### config.mk
export PLATFORM = sky130hd
export DESIGN_NAME = consonant_cluster_duration_scaler_unit_flat
export DESIGN_NICKNAME = d
export VERILOG_FILES = /design/src/sv/ccds_pkg.sv /design/src/sv/ccds_tok_if.sv /design/src/sv/ccds_res_if.sv /design/src/sv/ccds_cfg_if.sv /design/src/sv/ccds_ctrl.sv /design/src/sv/ccds_datapath.sv /design/src/sv/consonant_cluster_duration_scaler_unit.sv /design/src/flat_wrapper.sv
export SDC_FILE = /design/constraint.sdc
export NUM_CORES = 1
export LEC_CHECK = 0
export BUFFER_PORTS_ARGS = -buffer_cell sky130_fd_sc_hd__buf_2
export CAP_MARGIN = 0
export CORE_MARGIN = 1.5
export CORE_UTILIZATION = 55
export DETAILED_ROUTE_END_ITERATION = 8
export PLACE_DENSITY = 0.73
export RECOVER_POWER = 25
export SLEW_MARGIN = 20
export SYNTH_ARGS = -nofsm -noshare
export SYNTH_HDL_FRONTEND = slang
export SYNTH_SLANG_ARGS = --single-unit
### constraint.sdc
create_clock -name clk -period 23.3 [get_ports clk]
set_input_delay 2.33 -clock clk [delete_from_list [all_inputs] [get_ports clk]]
set_output_delay 2.33 -clock clk [all_outputs]
set_load 0.01 [all_outputs]
### src/sv/ccds_pkg.sv
`timescale 1ns / 1ps

package ccds_pkg;

  // Field widths.
  localparam int INDEX_W = 10;
  localparam int AMP_W   = 16;
  localparam int DUR_W   = 16;
  localparam int SCALE_W = 15;
  localparam int CLS_W   = 3;
  localparam int CFG_IDX_W  = 4;
  localparam int CFG_DATA_W = 15;

  // Q1.14 scale format.
  localparam int FRAC_BITS = 14;
  localparam int PROD_W    = DUR_W + SCALE_W;
  localparam logic [SCALE_W-1:0] ONE_Q14 = SCALE_W'(16384);

  // Fixed rule constants.
  localparam logic [SCALE_W-1:0] AFFRICATE_SCALE = SCALE_W'(16384);
  localparam logic [AMP_W-1:0]   FRIC_THRESHOLD  = AMP_W'(3277);
  localparam logic [DUR_W-1:0]   MIN_DURATION    = DUR_W'(32);

  // Bit positions in a phoneme class word.
  localparam int CLS_CONS = 0;
  localparam int CLS_STOP = 1;
  localparam int CLS_FRIC = 2;

  // Configuration register indexes.
  typedef enum logic [CFG_IDX_W-1:0] {
    REG_ENABLE            = 4'd0,
    REG_TRIPLE_MIDDLE     = 4'd1,
    REG_FRIC_BEFORE_STOP  = 4'd2,
    REG_STOP_BEFORE_FRIC  = 4'd3,
    REG_FRIC_BEFORE_FRIC  = 4'd4,
    REG_STOP_BEFORE_STOP  = 4'd5,
    REG_WORD_MEDIAL       = 4'd6,
    REG_WORD_FINAL_OBSTR  = 4'd7
  } cfg_reg_t;

  // Controller states.
  typedef enum logic [1:0] {
    S_IDLE,
    S_PLAN,
    S_SCALE,
    S_EMIT
  } state_t;

  // Input beat.
  typedef struct packed {
    logic [INDEX_W-1:0] token_index;
    logic               is_silence;
    logic               is_vowel;
    logic               is_stop;
    logic               is_affricate;
    logic [AMP_W-1:0]   frication_amplitude;
    logic               word_start;
    logic [DUR_W-1:0]   duration;
    logic [DUR_W-1:0]   fade;
    logic               last_token;
  } tok_in_t;

  // Result beat.
  typedef struct packed {
    logic [INDEX_W-1:0] out_index;
    logic [DUR_W-1:0]   out_duration;
    logic [DUR_W-1:0]   out_fade;
    logic               end_of_run;
  } res_t;

  // A token as the datapath keeps it.
  typedef struct packed {
    logic [INDEX_W-1:0] index;
    logic [CLS_W-1:0]   cls;
    logic               affricate;
    logic               wstart;
    logic [DUR_W-1:0]   dur;
    logic [DUR_W-1:0]   fade;
  } token_t;

  // Commands from controller to datapath.
  typedef struct packed {
    logic load_cur;
    logic absorb;
    logic shift;
    logic close;
    logic load_scale;
    logic mul_dur;
    logic nxt_none;
    logic emit;
    logic end_run;
  } cmd_t;

  // Status from datapath to controller.
  typedef struct packed {
    logic cur_silence;
    logic cur_last;
    logic held_valid;
    logic out_free;
  } stat_t;

endpackage

### src/sv/ccds_tok_if.sv
`timescale 1ns / 1ps

interface ccds_tok_if;
  logic              valid;
  logic              ready;
  ccds_pkg::tok_in_t data;

  modport source(output valid, output data, input ready);
  modport sink(input valid, input data, output ready);
endinterface

### src/sv/ccds_res_if.sv
`timescale 1ns / 1ps

interface ccds_res_if;
  logic           valid;
  logic           ready;
  ccds_pkg::res_t data;

  modport source(output valid, output data, input ready);
  modport sink(input valid, input data, output ready);
endinterface

### src/sv/ccds_cfg_if.sv
`timescale 1ns / 1ps

interface ccds_cfg_if;
  logic                                valid;
  logic                                ready;
  logic [ccds_pkg::CFG_IDX_W-1:0]      index;
  logic [ccds_pkg::CFG_DATA_W-1:0]     data;

  modport source(output valid, output index, output data, input ready);
  modport sink(input valid, input index, input data, output ready);
endinterface

### src/sv/ccds_ctrl.sv
`timescale 1ns / 1ps

module ccds_ctrl (
  input  logic             clk,
  input  logic             rst,
  input  logic             tok_valid,
  output logic             tok_ready,
  input  ccds_pkg::stat_t  stat,
  output ccds_pkg::cmd_t   cmd
);

  ccds_pkg::state_t state, state_next;
  logic             phase_b, phase_b_next;

  // State and release-phase registers.
  always_ff @(posedge clk) begin
    if (rst) begin
      state   <= ccds_pkg::S_IDLE;
      phase_b <= 1'b0;
    end else begin
      state   <= state_next;
      phase_b <= phase_b_next;
    end
  end

  // Next state and commands. Phase A releases the held token against the new
  // one; phase B releases it as word-final at the end of a sequence.
  always_comb begin
    state_next   = state;
    phase_b_next = phase_b;
    cmd          = '0;
    tok_ready    = 1'b0;
    case (state)
      ccds_pkg::S_IDLE: begin
        tok_ready = 1'b1;
        if (tok_valid) begin
          cmd.load_cur = 1'b1;
          state_next   = ccds_pkg::S_PLAN;
        end
      end
      ccds_pkg::S_PLAN: begin
        if (!stat.cur_silence && stat.held_valid) begin
          phase_b_next = 1'b0;
          state_next   = ccds_pkg::S_SCALE;
        end else begin
          if (!stat.cur_silence) begin
            cmd.absorb = 1'b1;
          end
          if (stat.cur_last) begin
            if (stat.held_valid || !stat.cur_silence) begin
              phase_b_next = 1'b1;
              state_next   = ccds_pkg::S_SCALE;
            end else begin
              cmd.close  = 1'b1;
              state_next = ccds_pkg::S_IDLE;
            end
          end else begin
            state_next = ccds_pkg::S_IDLE;
          end
        end
      end
      ccds_pkg::S_SCALE: begin
        cmd.load_scale = 1'b1;
        cmd.nxt_none   = phase_b;
        state_next     = ccds_pkg::S_EMIT;
      end
      ccds_pkg::S_EMIT: begin
        cmd.mul_dur  = 1'b1;
        cmd.nxt_none = phase_b;
        if (stat.out_free) begin
          cmd.emit    = 1'b1;
          cmd.end_run = phase_b || !stat.cur_last;
          if (phase_b) begin
            cmd.close  = 1'b1;
            state_next = ccds_pkg::S_IDLE;
          end else begin
            cmd.shift = 1'b1;
            if (stat.cur_last) begin
              phase_b_next = 1'b1;
              state_next   = ccds_pkg::S_SCALE;
            end else begin
              state_next = ccds_pkg::S_IDLE;
            end
          end
        end
      end
      default: begin
        state_next = ccds_pkg::S_IDLE;
      end
    endcase
  end

endmodule

### src/sv/ccds_datapath.sv
`timescale 1ns / 1ps

module ccds_datapath (
  input  logic                              clk,
  input  logic                              rst,
  input  ccds_pkg::cmd_t                    cmd,
  output ccds_pkg::stat_t                   stat,
  input  ccds_pkg::tok_in_t                 tok_data,
  input  logic                              cfg_valid,
  output logic                              cfg_ready,
  input  logic [ccds_pkg::CFG_IDX_W-1:0]    cfg_index,
  input  logic [ccds_pkg::CFG_DATA_W-1:0]   cfg_data,
  output logic                              res_valid,
  input  logic                              res_ready,
  output ccds_pkg::res_t                    res_data
);

  localparam int SW = ccds_pkg::SCALE_W;
  localparam int DW = ccds_pkg::DUR_W;
  localparam int FB = ccds_pkg::FRAC_BITS;
  localparam int PW = ccds_pkg::PROD_W;

  // Configuration registers.
  logic          enable;
  logic [SW-1:0] triple_middle_scale;
  logic [SW-1:0] fric_before_stop_scale;
  logic [SW-1:0] stop_before_fric_scale;
  logic [SW-1:0] fric_before_fric_scale;
  logic [SW-1:0] stop_before_stop_scale;
  logic [SW-1:0] word_medial_scale;
  logic [SW-1:0] word_final_obstruent_scale;

  // Token storage.
  ccds_pkg::token_t                cur;
  logic                            cur_silence;
  logic                            cur_last;
  ccds_pkg::token_t                held;
  logic                            held_valid;
  logic [ccds_pkg::CLS_W-1:0]      cls_before;
  logic [SW-1:0]                   scale_q;

  // Result register.
  logic            out_valid;
  ccds_pkg::res_t  out_data;

  ccds_pkg::token_t in_tok;
  logic             in_stop;

  logic          pc, nc, in_cluster, wfinal;
  logic          cs, cf, ns, nf, ps, pf;
  logic [SW-1:0] s_pre;
  logic [SW-1:0] s_fin;
  logic          adjust;
  logic [DW-1:0] mul_a;
  logic [SW-1:0] mul_b;
  logic [PW-1:0] prod;
  logic [DW-1:0] dur_scaled;
  logic [DW-1:0] dur_new;
  logic [DW-1:0] fade_new;

  assign cfg_ready = 1'b1;

  // Configuration writes.
  always_ff @(posedge clk) begin
    if (rst) begin
      enable                     <= 1'b0;
      triple_middle_scale        <= ccds_pkg::ONE_Q14;
      fric_before_stop_scale     <= ccds_pkg::ONE_Q14;
      stop_before_fric_scale     <= ccds_pkg::ONE_Q14;
      fric_before_fric_scale     <= ccds_pkg::ONE_Q14;
      stop_before_stop_scale     <= ccds_pkg::ONE_Q14;
      word_medial_scale          <= ccds_pkg::ONE_Q14;
      word_final_obstruent_scale <= ccds_pkg::ONE_Q14;
    end else if (cfg_valid) begin
      case (cfg_index)
        ccds_pkg::REG_ENABLE:           enable                     <= cfg_data[0];
        ccds_pkg::REG_TRIPLE_MIDDLE:    triple_middle_scale        <= cfg_data;
        ccds_pkg::REG_FRIC_BEFORE_STOP: fric_before_stop_scale     <= cfg_data;
        ccds_pkg::REG_STOP_BEFORE_FRIC: stop_before_fric_scale     <= cfg_data;
        ccds_pkg::REG_FRIC_BEFORE_FRIC: fric_before_fric_scale     <= cfg_data;
        ccds_pkg::REG_STOP_BEFORE_STOP: stop_before_stop_scale     <= cfg_data;
        ccds_pkg::REG_WORD_MEDIAL:      word_medial_scale          <= cfg_data;
        ccds_pkg::REG_WORD_FINAL_OBSTR: word_final_obstruent_scale <= cfg_data;
        default: begin
        end
      endcase
    end
  end

  // Classify the incoming beat.
  assign in_stop = tok_data.is_stop | tok_data.is_affricate;
  always_comb begin
    in_tok.index      = tok_data.token_index;
    in_tok.cls[ccds_pkg::CLS_CONS] = ~tok_data.is_vowel;
    in_tok.cls[ccds_pkg::CLS_STOP] = in_stop;
    in_tok.cls[ccds_pkg::CLS_FRIC] = ~in_stop &&
        (tok_data.frication_amplitude >= ccds_pkg::FRIC_THRESHOLD);
    in_tok.affricate  = tok_data.is_affricate;
    in_tok.wstart     = tok_data.word_start;
    in_tok.dur        = tok_data.duration;
    in_tok.fade       = tok_data.fade;
  end

  // Incoming token register.
  always_ff @(posedge clk) begin
    if (cmd.load_cur) begin
      cur         <= in_tok;
      cur_silence <= tok_data.is_silence;
      cur_last    <= tok_data.last_token;
    end
  end

  // Held token and the class of the token before it.
  always_ff @(posedge clk) begin
    if (rst) begin
      held_valid <= 1'b0;
      cls_before <= '0;
    end else begin
      if (cmd.absorb || cmd.shift) begin
        held_valid <= 1'b1;
      end else if (cmd.close) begin
        held_valid <= 1'b0;
      end
      if (cmd.shift) begin
        cls_before <= held.cls;
      end else if (cmd.close) begin
        cls_before <= '0;
      end
    end
  end

  always_ff @(posedge clk) begin
    if (cmd.absorb || cmd.shift) begin
      held <= cur;
    end
  end

  // Neighbor classes of the held token.
  always_comb begin
    pc         = cls_before[ccds_pkg::CLS_CONS];
    nc         = !cmd.nxt_none && cur.cls[ccds_pkg::CLS_CONS];
    in_cluster = pc || nc;
    wfinal     = cmd.nxt_none || cur.wstart;
    cs         = held.cls[ccds_pkg::CLS_STOP];
    cf         = held.cls[ccds_pkg::CLS_FRIC];
    ns         = cur.cls[ccds_pkg::CLS_STOP];
    nf         = cur.cls[ccds_pkg::CLS_FRIC];
    ps         = cls_before[ccds_pkg::CLS_STOP];
    pf         = cls_before[ccds_pkg::CLS_FRIC];
  end

  // Cluster rules, ahead of the affricate factor.
  always_comb begin
    s_pre = ccds_pkg::ONE_Q14;
    if (pc && nc) begin
      if (triple_middle_scale < s_pre) s_pre = triple_middle_scale;
    end else begin
      if (nc) begin
        if (cf && ns) begin
          if (fric_before_stop_scale < s_pre) s_pre = fric_before_stop_scale;
        end else if (cs && nf) begin
          if (stop_before_fric_scale < s_pre) s_pre = stop_before_fric_scale;
        end else if (cf && nf) begin
          if (fric_before_fric_scale < s_pre) s_pre = fric_before_fric_scale;
        end else if (cs && ns) begin
          if (stop_before_stop_scale < s_pre) s_pre = stop_before_stop_scale;
        end
      end
      if (pc) begin
        if (pf && cs) begin
          // A stop after a fricative keeps its length.
        end else if (ps && cf) begin
          if (stop_before_fric_scale < s_pre) s_pre = stop_before_fric_scale;
        end else if (pf && cf) begin
          if (fric_before_fric_scale < s_pre) s_pre = fric_before_fric_scale;
        end else if (ps && cs) begin
          if (stop_before_stop_scale < s_pre) s_pre = stop_before_stop_scale;
        end
      end
    end
  end

  // Shared multiplier: affricate factor first, then the duration.
  assign mul_a = cmd.mul_dur ? held.dur : DW'(s_pre);
  assign mul_b = cmd.mul_dur ? s_fin : ccds_pkg::AFFRICATE_SCALE;
  assign prod  = PW'(mul_a) * PW'(mul_b);

  always_ff @(posedge clk) begin
    if (cmd.load_scale) begin
      if (in_cluster && held.affricate) begin
        scale_q <= prod[FB+SW-1:FB];
      end else begin
        scale_q <= s_pre;
      end
    end
  end

  // Word-position rules after the affricate factor.
  always_comb begin
    s_fin = scale_q;
    if (!held.wstart && !wfinal && !in_cluster) begin
      if (word_medial_scale < s_fin) s_fin = word_medial_scale;
    end
    if (wfinal && (cs || cf)) begin
      if (word_final_obstruent_scale < s_fin) s_fin = word_final_obstruent_scale;
    end
  end

  // Scaled duration, floored, and the fade clamped to it.
  assign adjust     = enable && held.cls[ccds_pkg::CLS_CONS] && (s_fin < ccds_pkg::ONE_Q14);
  assign dur_scaled = prod[FB+DW-1:FB];
  always_comb begin
    dur_new  = held.dur;
    fade_new = held.fade;
    if (adjust) begin
      dur_new = (dur_scaled < ccds_pkg::MIN_DURATION) ? ccds_pkg::MIN_DURATION : dur_scaled;
      if (held.fade > dur_new) fade_new = dur_new;
    end
  end

  // Output register: a waiting beat does not block the next one from forming.
  always_ff @(posedge clk) begin
    if (rst) begin
      out_valid <= 1'b0;
    end else if (cmd.emit) begin
      out_valid <= 1'b1;
    end else if (res_ready) begin
      out_valid <= 1'b0;
    end
  end

  always_ff @(posedge clk) begin
    if (cmd.emit) begin
      out_data.out_index    <= held.index;
      out_data.out_duration <= dur_new;
      out_data.out_fade     <= fade_new;
      out_data.end_of_run   <= cmd.end_run;
    end
  end

  assign res_valid = out_valid;
  assign res_data  = out_data;

  always_comb begin
    stat.cur_silence = cur_silence;
    stat.cur_last    = cur_last;
    stat.held_valid  = held_valid;
    stat.out_free    = !out_valid || res_ready;
  end

endmodule

### src/sv/consonant_cluster_duration_scaler_unit.sv
`timescale 1ns / 1ps

// Consonant cluster duration scaler.
// Channel tok carries phoneme tokens in; channel res carries released tokens
// out; channel cfg writes the enable bit and the seven Q1.14 scales by index.
// cfg is always ready. A non-silence token is held until the next non-silence
// token or the end of its sequence, so its result comes one token late.
// Sequence: a token is taken in S_IDLE and planned in S_PLAN; it causes
// none, one or two results. Each passes S_SCALE, for the affricate factor,
// and S_EMIT, for the duration product, both on the single shared 16x15
// multiplier; S_EMIT waits while the output register is full. tok is ready
// again only when that work is done.
// Results sit in an output register; the next input is taken while a result
// waits. If res stalls while a second result is ready, the block holds it
// until the register frees up.
// Reset clears the held token and the neighbor class, sets all scales to 1.0
// and turns the adjustment off, so tokens pass with durations unchanged.

module consonant_cluster_duration_scaler_unit (
  input  logic        clk,
  input  logic        rst,
  ccds_tok_if.sink    tok,
  ccds_res_if.source  res,
  ccds_cfg_if.sink    cfg
);

  ccds_pkg::cmd_t  cmd;
  ccds_pkg::stat_t stat;

  ccds_ctrl u_ctrl (
    .clk       (clk),
    .rst       (rst),
    .tok_valid (tok.valid),
    .tok_ready (tok.ready),
    .stat      (stat),
    .cmd       (cmd)
  );

  ccds_datapath u_datapath (
    .clk       (clk),
    .rst       (rst),
    .cmd       (cmd),
    .stat      (stat),
    .tok_data  (tok.data),
    .cfg_valid (cfg.valid),
    .cfg_ready (cfg.ready),
    .cfg_index (cfg.index),
    .cfg_data  (cfg.data),
    .res_valid (res.valid),
    .res_ready (res.ready),
    .res_data  (res.data)
  );

endmodule

### src/flat_wrapper.sv
// flat-port wrapper written by rule: the top's interface ports become plain ports
module consonant_cluster_duration_scaler_unit_flat 
  (clk, rst, tok_valid, tok_data, tok_ready, res_valid, res_data, res_ready, cfg_valid, cfg_index, cfg_data, cfg_ready);
  ccds_tok_if tok_i ();
  ccds_res_if res_i ();
  ccds_cfg_if cfg_i ();
  input  logic clk;
  input  logic rst;
  input wire logic [$bits(tok_i.valid)-1:0] tok_valid;
  input wire logic [$bits(tok_i.data)-1:0] tok_data;
  output wire logic [$bits(tok_i.ready)-1:0] tok_ready;
  output wire logic [$bits(res_i.valid)-1:0] res_valid;
  output wire logic [$bits(res_i.data)-1:0] res_data;
  input wire logic [$bits(res_i.ready)-1:0] res_ready;
  input wire logic [$bits(cfg_i.valid)-1:0] cfg_valid;
  input wire logic [$bits(cfg_i.index)-1:0] cfg_index;
  input wire logic [$bits(cfg_i.data)-1:0] cfg_data;
  output wire logic [$bits(cfg_i.ready)-1:0] cfg_ready;
  assign tok_i.valid = tok_valid;
  assign tok_i.data = tok_data;
  assign tok_ready = tok_i.ready;
  assign res_valid = res_i.valid;
  assign res_data = res_i.data;
  assign res_i.ready = res_ready;
  assign cfg_i.valid = cfg_valid;
  assign cfg_i.index = cfg_index;
  assign cfg_i.data = cfg_data;
  assign cfg_ready = cfg_i.ready;
  consonant_cluster_duration_scaler_unit u_core (.clk(clk), .rst(rst), .tok(tok_i), .res(res_i), .cfg(cfg_i));
endmodule
==> key figures <==
Outcome
  – Status: complete, but fails checks
  – Failing checks: max-capacitance violations, max-slew violations

Global route
  – Met2 GRT Util: 0.480
  – Maximum number of pins on one net before global-route repair: between 60 and 70
  – First-pass GRT wire length: 101 mm
  – Met1 global-route usage: 0.451
  – Layer with the highest usage: met2
  – Initial antenna violation count: 3
  – Met3 Track Usage GR: 0.0826
  – Overall Global Routing Usage: 0.321
  – Overflow after GRT: 0
  – Vias in the first global route: 17850

Power and ir drop
  – Power per Cell Area: between 40 and 50 nW/um^2
  – Leak: approximately 0.011 uW
  – Internal: 818 uW
  – Switch Pwr: 291 uW
  – VDD IR max: 0.0696 mV
  – Logic pwr share: 0.127
  – Switch share: 0.262
  – Seq pwr share: 0.475
  – Final Total Pwr: approximately 1100 uW
  – Clk network pwr share: 0.398

Clock network
  – Clk root buf: clkbuf_16
  – CTS tree: done
  – Hold_buf cts: 0
  – CTS clk-pin slew, worst paths: 60 ps
  – Post-CTS Resized: 0
  – Post-CTS Setup Bufs: 0
  – CTS Sinks: 268
  – Num CTS Buffers: 27
  – Clk buf depth: 3
  – H-Tree Depth: 1
  – Clock Latency Late Sink: between 500 and 600 ps

Synth
  – Sequential fraction of the synthesis area: 0.320
  – Top_reg_cell synth: edfxtp_1
  – Syn Inst Count: approximately 2300
  – Netlist cell types: 87
  – Synthesized area: 21600 um^2
  – Ys async rst share: 0
  – Flip-flop and latch count after synthesis: 268
  – Number of synthesized flops with an enable pin: ~150
  – Synth Warn #: 0
  – Syn Nets: approximately 2700
  – Syn Area/Cell: between 9 and 10 um^2

Timing
  – Peak Freq: just under 0.07 GHz
  – Min Tclk post-route: 14740 ps
  – Final hold viol count: 0
  – Fin crit share: 0.633
  – Unrepaired setup endpoints after global routing: false
  – Clock skew: between 30 and 40 ps
  – Max Slew Vio Count: 16
  – Max_slew headroom: -0.0472
  – Setup_tns: 0 ps
  – Worst-margin pin slew: around 1600 ps
  – Final setup violating endpoints: 0

Setup path
  – CP Launch Type: flop
  – CP max stage delay: about 750 ps
  – Largest fanout on the critical path: 27
  – Req. time, crit path: about 24000 ps
  – CP Class: flop to flop
  – CP Capture Type: flop
  – CP Data Arrival Time: 15050 ps
  – Critical-path top delay cell: o32a_1

Routing
  – Via density: 6.06
  – WL per Instance: 22.0 um
  – Starting DRC count in detailed routing: around 1700
  – Final wirelength: about 64 mm
  – Routed Antenna Nets: 0
  – DR DRC count: 0
  – TritonRoute pass-1 iters: 5
  – Vias: about 18000

Finish
  – Area of the multi-input gates: ~13000 um^2
  – Commonest non-fill, non-tap cell in the layout: nand2_1
  – FF/Latch Area: between 6000 and 7000 um^2
  – Most frequent cells in the layout: nand2_1 (288), nor2_1 (257), inv_1 (252), fa_1 (178), ha_1 (174)
  – Fillers: between 3000 and 4000
  – Share of cells above drive strength 1: 0.106
  – # nets final: 2814
  – Area Growth Syn to Fin: 9.20%

Die
  – Core area: between 30000 and 40000 um^2
  – Initial Utilization: 0.558
  – Die area: just over 40000 um^2
  – Width of the die: roughly 200 um
  – Io pins: 134
  – Die H: approximately 200 um
  – Rows: about 70

Job
  – Max-cap violations: 1

Place
  – Routability cong.: approximately 0.98
  – Final HPWL DP: 50.1 mm
  – IO Port Bufs: roughly 130

Min path
  – Hold Path Class: flop to flop
[synthesized netlist by cell type, types with 8 or more instances]
| cell type | instances | area share |
|---|---|---|
| a22oi_1 | 18 | 0.0063 |
| o21a_1 | 18 | 0.0063 |
| clkbuf_1 | 92 | 0.016 |
| nor3_1 | 16 | 0.0037 |
| and2_1 | 13 | 0.0038 |
| fa_1 | 178 | 0.16 |
| mux2i_1 | 90 | 0.042 |
| buf_1 | 9 | 0.0016 |
| nand2b_1 | 21 | 0.0061 |
| mux2_2 | 9 | 0.0047 |
| ha_1 | 174 | 0.10 |
| o221ai_1 | 17 | 0.0069 |
| o21ai_1 | 16 | 0.0037 |
| o21ai_0 | 76 | 0.018 |
| nand3_1 | 28 | 0.0065 |
| edfxtp_1 | 154 | 0.21 |
| o211a_1 | 10 | 0.0046 |
| nor2_1 | 257 | 0.045 |
| or3_1 | 8 | 0.0023 |
| o21bai_1 | 8 | 0.0028 |
| inv_1 | 253 | 0.044 |
| and3_1 | 21 | 0.0061 |
| dfxtp_1 | 114 | 0.11 |
| a31oi_1 | 9 | 0.0026 |
| a21o_1 | 42 | 0.015 |
| a211oi_1 | 10 | 0.0035 |
| a21oi_1 | 156 | 0.036 |
| nand2_1 | 288 | 0.050 |
| nor2b_1 | 14 | 0.0041 |
| xnor2_1 | 8 | 0.0032 |
| o211ai_1 | 12 | 0.0042 |
| or2_2 | 10 | 0.0029 |
| nand4_1 | 24 | 0.0070 |
[per-stage QoR]
| step | setup WS [ps] | hold slack (ps) | area [um^2] | cells | util |
|---|---|---|---|---|---|
| after floorplan | 11200 | 400 | 21600 | 2301 | - |
| after global placement | 8670 | 401 | 22700 | 2861 | 0.585 |
| after detailed placement | 8190 | 405 | 22700 | 2861 | 0.585 |
| after CTS | 8160 | 400 | 23600 | 2910 | 0.608 |
| after global routing | 7570 | 402 | 23600 | 2912 | 0.609 |
| final | 8560 | 393 | 23600 | 2914 | 0.609 |
[layer usage]
metal,wire [um],up-vias
li1,-,8002
met1,27100,8631
met2,27600,873
met3,6900,159
met4,2490,2
met5,13,-
[cells by family (layout without fill, tap and decap cells)]
| group | count (synthesis) | count (layout) | share of synthesized area |
|---|---|---|---|
| AND/OR/NAND/NOR | 732 | 732 | 0.151 |
| AO/OA/AOI/OAI | 463 | 463 | 0.141 |
| buffers and inverters | 365 | 458 | 0.0653 |
| adder cells (fa/ha/maj) | 352 | 352 | 0.266 |
| flip-flops | 268 | 268 | 0.320 |
| multiplexers | 102 | 102 | 0.0482 |
| XOR/XNOR | 18 | 18 | 0.00834 |
| other | 1 | 3 | 0.000174 |
[state kept, by name (all words and copies together), names as in the netlist, 2 cells and up]
register and count:
u_core.u_datapath.cur 47, u_core.u_datapath.held 45, u_core.u_datapath.res_data 43, u_core.u_datapath.fric_before_fric_scale 15
u_core.u_datapath.fric_before_stop_scale 15, u_core.u_datapath.scale_q 15, u_core.u_datapath.stop_before_fric_scale 15, u_core.u_datapath.stop_before_stop_scale 15
u_core.u_datapath.triple_middle_scale 15, u_core.u_datapath.word_final_obstruent_scale 15, u_core.u_datapath.word_medial_scale 15, u_core.u_datapath.cls_before 3
u_core.u_ctrl.state 2
[cell type report]
| type | count | share of cell area |
|---|---|---|
| flip-flops and latches | 268 | 0.293 |
| clock buffers | 42 | 0.0336 |
| inverters | 253 | 0.0403 |
| clock inverters | 7 | 0.00424 |
| repair buffers | 156 | 0.0360 |
| well taps | 518 | 0.0275 |
| multi-input cells | 1668 | 0.565 |
| diodes | 2 | 0.000212 |
[final timing paths]
path                               from  slack [ps]                              to  depth (start not counted)
max                u_core.u_datapath.cf        8560   u_core.u_datapath.res_data[6]                         49
min          u_core.u_datapath.held[46]         390  u_core.u_datapath.res_data[42]                          0
max reg2reg        u_core.u_datapath.cf        8560   u_core.u_datapath.res_data[6]                         49
min reg2reg  u_core.u_datapath.held[46]         390  u_core.u_datapath.res_data[42]                          0
[worst max-delay path: cells and delay by family (launching register included)]
kind	cells	cell delay [ps]
buffers and inverters	5	390
adders and majority gates	9	4420
muxes	1	380
xor gates and xnor gates	1	190
AOI/OAI and AO/OA	25	6350
and+or+nand+nor	8	2090
DFF	1	630
[power groups by stage]
stage	Sequential [uW]	Clock, uW	Combinational [uW]
2_1_floorplan	532	0	89.2
3_3_place_gp	536	0	133
3_5_place_dp	536	0	136
4_1_cts	526	448	137
5_1_grt	527	466	154
6_report	527	442	141
Power figures use the tool's default switching activity.
